## src/hdl/sorted_interval_table_top_assert.svh

```systemverilog
// Assertion macros used by the interval table top.
`ifndef SORTED_INTERVAL_TABLE_TOP_ASSERT_SVH
`define SORTED_INTERVAL_TABLE_TOP_ASSERT_SVH

// Checked on every edge once reset is released.
`define SIT_ASSERT(lbl, prop, msg) \
	lbl: assert property (@(posedge clk) disable iff (!arst_n) prop) else $error(msg);

// Checked on every edge, reset included.
`define SIT_ASSERT_ALWAYS(lbl, prop, msg) \
	lbl: assert property (@(posedge clk) prop) else $error(msg);

`endif

```

## src/hdl/sit_pkg.sv

```systemverilog
// Package: sizes, codes and types of the sorted interval table.
`default_nettype none
package sit_pkg;
	localparam int CAPACITY = 64;
	localparam int IDX_W = (CAPACITY > 1) ? $clog2(CAPACITY) : 1;
	localparam int CNT_W = $clog2(CAPACITY + 1);

	localparam int OP_W = 2;
	localparam int TIME_W = 11;
	localparam int ROOM_W = 16;
	localparam int STATUS_W = 3;
	localparam int ENTRY_W = 6;
	localparam int COUNT_W = 7;

	localparam logic [TIME_W-1:0] DAY_MINUTES = TIME_W'(24 * 60);

	localparam logic [OP_W-1:0] OP_INSERT = 2'd0;
	localparam logic [OP_W-1:0] OP_FIND   = 2'd1;
	localparam logic [OP_W-1:0] OP_REMOVE = 2'd2;

	localparam logic [STATUS_W-1:0] STAT_OK       = 3'd0;
	localparam logic [STATUS_W-1:0] STAT_INVALID  = 3'd1;
	localparam logic [STATUS_W-1:0] STAT_OVERLAP  = 3'd2;
	localparam logic [STATUS_W-1:0] STAT_FULL     = 3'd3;
	localparam logic [STATUS_W-1:0] STAT_NOTFOUND = 3'd4;

	typedef struct packed {
		logic [TIME_W-1:0] t_begin;
		logic [TIME_W-1:0] t_end;
		logic [ROOM_W-1:0] room;
	} entry_t;

	// Broadcast from the controller to every cell
	typedef struct packed {
		logic              cmp;
		logic              ins;
		logic              rem;
		logic [TIME_W-1:0] key;
		logic [TIME_W-1:0] probe;
		entry_t            fresh;
	} cell_cmd_t;

	// Registered compare results of one cell
	typedef struct packed {
		logic ge;
		logic match;
		logic endgt;
	} cell_flags_t;
endpackage
`default_nettype wire

```

## src/hdl/sit_cell.sv

```systemverilog
// One table slot: holds an entry, compares it with the key, shifts with its neighbours.
`default_nettype none
module sit_cell (
	input  wire                  clk,
	input  wire                  occ,
	input  sit_pkg::cell_cmd_t   cmd,
	input  wire                  prev_ge,
	input  sit_pkg::entry_t      prev_entry,
	input  sit_pkg::entry_t      next_entry,
	output sit_pkg::entry_t      entry,
	output sit_pkg::cell_flags_t flags
);
	import sit_pkg::*;

	entry_t      entry_q;
	cell_flags_t flags_q;

	always_ff @(posedge clk) begin
		if (cmd.cmp) begin
			// empty slots count as "at or after" so the slot search is monotone
			flags_q.ge    <= !occ || (entry_q.t_begin >= cmd.key);
			flags_q.match <= occ && (entry_q.t_begin == cmd.probe);
			flags_q.endgt <= entry_q.t_end > cmd.probe;
		end
		if (cmd.ins && flags_q.ge) begin
			entry_q <= prev_ge ? prev_entry : cmd.fresh;
		end else if (cmd.rem && flags_q.ge) begin
			entry_q <= next_entry;
		end
	end

	assign entry = entry_q;
	assign flags = flags_q;
endmodule
`default_nettype wire

```

## config.mk

```make
export PLATFORM = sky130hd
export DESIGN_NAME = sit_cell
export DESIGN_NICKNAME = d
export VERILOG_FILES = /design/src/hdl/sorted_interval_table_top_assert.svh /design/src/hdl/sit_pkg.sv /design/src/hdl/sit_cell.sv
export SDC_FILE = /design/constraint.sdc
export NUM_CORES = 1
export LEC_CHECK = 0
export ABC_AREA = 1
export BUFFER_PORTS_ARGS = -buffer_cell sky130_fd_sc_hd__buf_2
export CAP_MARGIN = 10
export CORE_MARGIN = 10
export CORE_UTILIZATION = 39
export DETAILED_ROUTE_END_ITERATION = 10
export PLACE_DENSITY_LB_ADDON = 0.25
export SLEW_MARGIN = 20
export SYNTH_ARGS = -nofsm -noshare
export SYNTH_HDL_FRONTEND = slang
export SYNTH_SLANG_ARGS = --single-unit
```

## constraint.sdc

```tcl
create_clock -name clk -period 1.8 [get_ports clk]
set_input_delay 0.27 -clock clk [delete_from_list [all_inputs] [get_ports clk]]
set_output_delay 0.27 -clock clk [all_outputs]
set_load 0.03 [all_outputs]
```

==> reports/qor_table.md <==
| Result | Reported | Unit |
|:---|:---|:---|
| Crit Path Category | reg -> reg | - |
| Remaining antenna violation count after routing | 0 | - |
| Number of levels the H-tree was split into | 2 | - |
| Number of I/O port buffers | 182 | - |
| Routed Wire Length | 9931 | um |
| FF-to-FF setup slack | 0.25 | ns |
| Share of the clock period used by the worst path | 86.06 | % |
| Hold depth | 1 | - |
| Max VDD drop | 0.0003506 | V |
| Clock buffers created by TritonCTS | 5 | - |
| Placed insts | 619 | - |
| Number of cells produced by synthesis | 349 | - |
| Final Critical Period | 1.549 | ns |
| Reg-to-reg startpoint | entry[37]$_DFFE_PP_ | - |
| Count of instances resized after the clock tree is built | 0 | - |
| Total count of hold-check failures in the final report | 0 | - |
| Kind of start point of the critical path | flip-flop | - |
| CP Data Arrival Time | 1.59 | ns |
| Maxcap violations | 0 | - |
| Req. time, crit path | 1.84 | ns |
| Sinks on the clock net | 41 | - |
| Floorplan row count | 31 | - |
| I/O pin cnt | 183 | - |
| Antenna cell count | 0 | - |
| Layout Nets | 691 | - |
| Sum of negative setup slack | 0 | ns |
| Quantity of hold-fixing buffers added after cts | 0 | - |
| Main synth FF type | sky130_fd_sc_hd__edfxtp_1 | - |
| Largest net degree at the start of global routing | 39 | - |
| Leakage power | 2.021 | nW |
| Reg clk slew, reported paths | 0.08 | ns |
| Clock tree from TritonCTS | done | - |
| Via Count | 3039 | - |
| Hold path startpoint | cmd[62] | - |
| Count of distinct cell types in the synthesized netlist | 22 | - |
| Root Driver | sky130_fd_sc_hd__clkbuf_8 | - |
| Source-to-sink clock delay at the later pin of the worst-skew pair | 0.29 | ns |
| Worst min-delay path endpoint | flags[1]$_DFFE_PP_ | - |
| Total overflow reported by the global router | 0 | - |
| Initial antenna violation count | 0 | - |
| Die X | 105.8 | um |
| Pre-Repair DR Iteration Count | 6 | - |
| Register area share after synthesis | 42.89 | % |
| Placer's final routability congestion estimate | 0.9282 | - |
| Via count of the first global-routing pass | 3122 | - |
| Area growth, synth to finish | 37.84 | % |
| Die Height | 105.8 | um |
| Starting density of the core | 39.78 | % |
| Number of non-filler instances in the completed layout | 627 | - |
| First-pass GRT wire length | 15510 | um |
| Global-route total usage across every layer | 17.05 | % |
| Critical path endpoint category | flip-flop | - |
| Vias per cell | 4.847 | - |
| Max-slew headroom | 65.81 | % |
| DP Worst Slack | 0.2678 | ns |
| Cell Area, Synth | 2870 | um^2 |
| Setup bufs post-CTS | 0 | - |
| Largest buffer count on any clock path | 2 | - |
| Max Clock Freq | 0.6455 | GHz |
| Post-Syn Nets | 513 | - |
| Die Footprint | 11190 | um^2 |
| Least setup slack across all paths after layout | 0.2508 | ns |
| Residual DRC count | 0 | - |
| Number of warnings reported in the yosys synthesis log | 0 | - |
| Detailed Place HPWL | 8184 | um |
| Setup Skew | 0.004777 | ns |
| Share of layout cells above drive strength 1 | 40.91 | % |
| Total core area | 7214 | um^2 |
| Destination of the worst register-to-register timing path | flags[2]$_DFFE_PP_ | - |
| Unrepaired setup endpoints after global routing | false | - |
| Final Slew Violations | 0 | - |
| Routed length per instance | 15.84 | um |
| Avg Cell Area, Syn | 8.224 | um^2 |
| Async set or reset register ratio after synthesis | 0 | % |
| Result of the run | finished clean | - |
| Initial DRC count | 139 | - |
| Worst Path Max Fanout | 4 | - |
| Depth of the worst register-to-register path | 6 | - |
| Class of the tightest hold or removal check | in -> reg | - |
| Final number of setup-violating endpoints | 0 | - |
| Slew at the pin closest to its max-slew limit | 0.5124 | ns |
| Number of enable flip-flop cells after synthesis | 41 | - |
| Flops & latches, synth | 41 | - |
| Power Density | 738.6 | nW/um^2 |
[state kept, by name (all words and copies together), names as in the netlist]
name   cells
flags      3
entry     38
[worst max-delay path by stage]
stage	startpoint	to	slack, ns	cells after the start
after floorplan	flags[2]$_DFFE_PP_	entry[0]$_DFFE_PP_	0.19	4
after detailed placement	cmd[48]	flags[0]$_DFFE_PP_	0.27	9
after global placement	entry[37]$_DFFE_PP_	flags[2]$_DFFE_PP_	0.29	7
final	entry[37]$_DFFE_PP_	flags[2]$_DFFE_PP_	0.25	6
after global routing	entry[37]$_DFFE_PP_	flags[2]$_DFFE_PP_	0.15	7
after CTS	entry[33]$_DFFE_PP_	flags[2]$_DFFE_PP_	0.26	5
[cell usage after synthesis (2+ instances only)]
cell                        n  area, um^2
sky130_fd_sc_hd__ha_1      22       275.3
sky130_fd_sc_hd__nand3_1    3       15.01
sky130_fd_sc_hd__nand4_1    4       25.02
sky130_fd_sc_hd__inv_1     36       135.1
sky130_fd_sc_hd__a21oi_1   64       320.3
sky130_fd_sc_hd__o22ai_1    2       12.51
sky130_fd_sc_hd__a21oi_2   19       166.4
sky130_fd_sc_hd__o21ai_0    6       30.03
sky130_fd_sc_hd__nand2_1   78       292.8
sky130_fd_sc_hd__buf_4      6       45.04
sky130_fd_sc_hd__buf_6      5       56.30
sky130_fd_sc_hd__edfxtp_1  41        1231
sky130_fd_sc_hd__inv_2      2       7.510
sky130_fd_sc_hd__and2_1     2       12.51
sky130_fd_sc_hd__nor2_1    49       183.9
sky130_fd_sc_hd__buf_2      4       20.02
[metrics by stage]
step	total power, W	util [%]	area (um^2)	hold WS (ns)
after floorplan	0.001855	-	2878	0.3825
after global placement	0.002201	53.36	3850	0.5282
after detailed placement	0.002224	53.36	3850	0.5360
after CTS	0.002949	54.84	3956	0.2324
after global routing	0.003107	54.84	3956	0.2358
final	0.002922	54.84	3956	0.2387
[routing by layer]
| layer | global-route usage, % | vias to the layer above | part of all wire [%] |
|---|---|---|---|
| li1 | - | 1525 | - |
| met1 | 19.11 | 1355 | 40 |
| met2 | 28.49 | 145 | 47 |
| met3 | 7.856 | 14 | 11 |
| met4 | 4.836 | 0 | 1.8 |
| met5 | 0 | - | 0 |
[worst max-delay path, stage by stage (launching register included)]
cell and delay [ns]:
sky130_fd_sc_hd__edfxtp_1 0.50, sky130_fd_sc_hd__ha_1 0.34, sky130_fd_sc_hd__nand2_1 0.11, sky130_fd_sc_hd__nor2_1 0.07, sky130_fd_sc_hd__and2_1 0.14, sky130_fd_sc_hd__nand2_1 0.06
sky130_fd_sc_hd__nand4_1 0.08
[cell usage in the layout (no fill, tap or decap), types with 3 or more instances in the layout]
cell type,netlist,layout
sky130_fd_sc_hd__edfxtp_1,41,41
sky130_fd_sc_hd__o21ai_0,6,6
sky130_fd_sc_hd__nand3_1,3,3
sky130_fd_sc_hd__nand4_1,4,4
sky130_fd_sc_hd__a21oi_2,19,19
sky130_fd_sc_hd__clkbuf_8,0,5
sky130_fd_sc_hd__ha_1,22,22
sky130_fd_sc_hd__a21oi_1,64,64
sky130_fd_sc_hd__buf_2,4,182
sky130_fd_sc_hd__inv_1,36,36
sky130_fd_sc_hd__buf_4,6,3
sky130_fd_sc_hd__nand2_1,78,77
sky130_fd_sc_hd__nor2_1,49,49
[report_power, final]
| group | leakage [nW] | internal (W) | switching, W |
|---|---|---|---|
| Combinational | 1.57 | 0.000348 | 0.000588 |
| Sequential | 0.399 | 0.00119 | 0.0000699 |
| Clock | 0.0528 | 0.000410 | 0.000319 |
| Total | 2.02 | 0.00194 | 0.000977 |
[kinds of logic (layout without fill, tap and decap cells)]
group	count (synthesis)	after routing	share of synthesized area, %
and+or+nand+nor	137	137	18.66
AOI/OAI and AO/OA	94	94	19.22
buffers and inverters	54	233	9.328
DFF	41	41	42.89
adders and majority gates	22	22	9.590
xor gates and xnor gates	1	1	0.3052
[layout make-up]
type                            count  area [um^2]
Tap cell                           99        123.9
Sequential cell                    41         1231
Timing Repair Buffer              187        973.4
Multi-Input combinational cell    254         1379
Clock buffer                        6        72.57
Clock inverter                      2        33.78
Inverter                           38        142.6
Fill cell                         748         3258
Power figures use the tool's default switching activity.
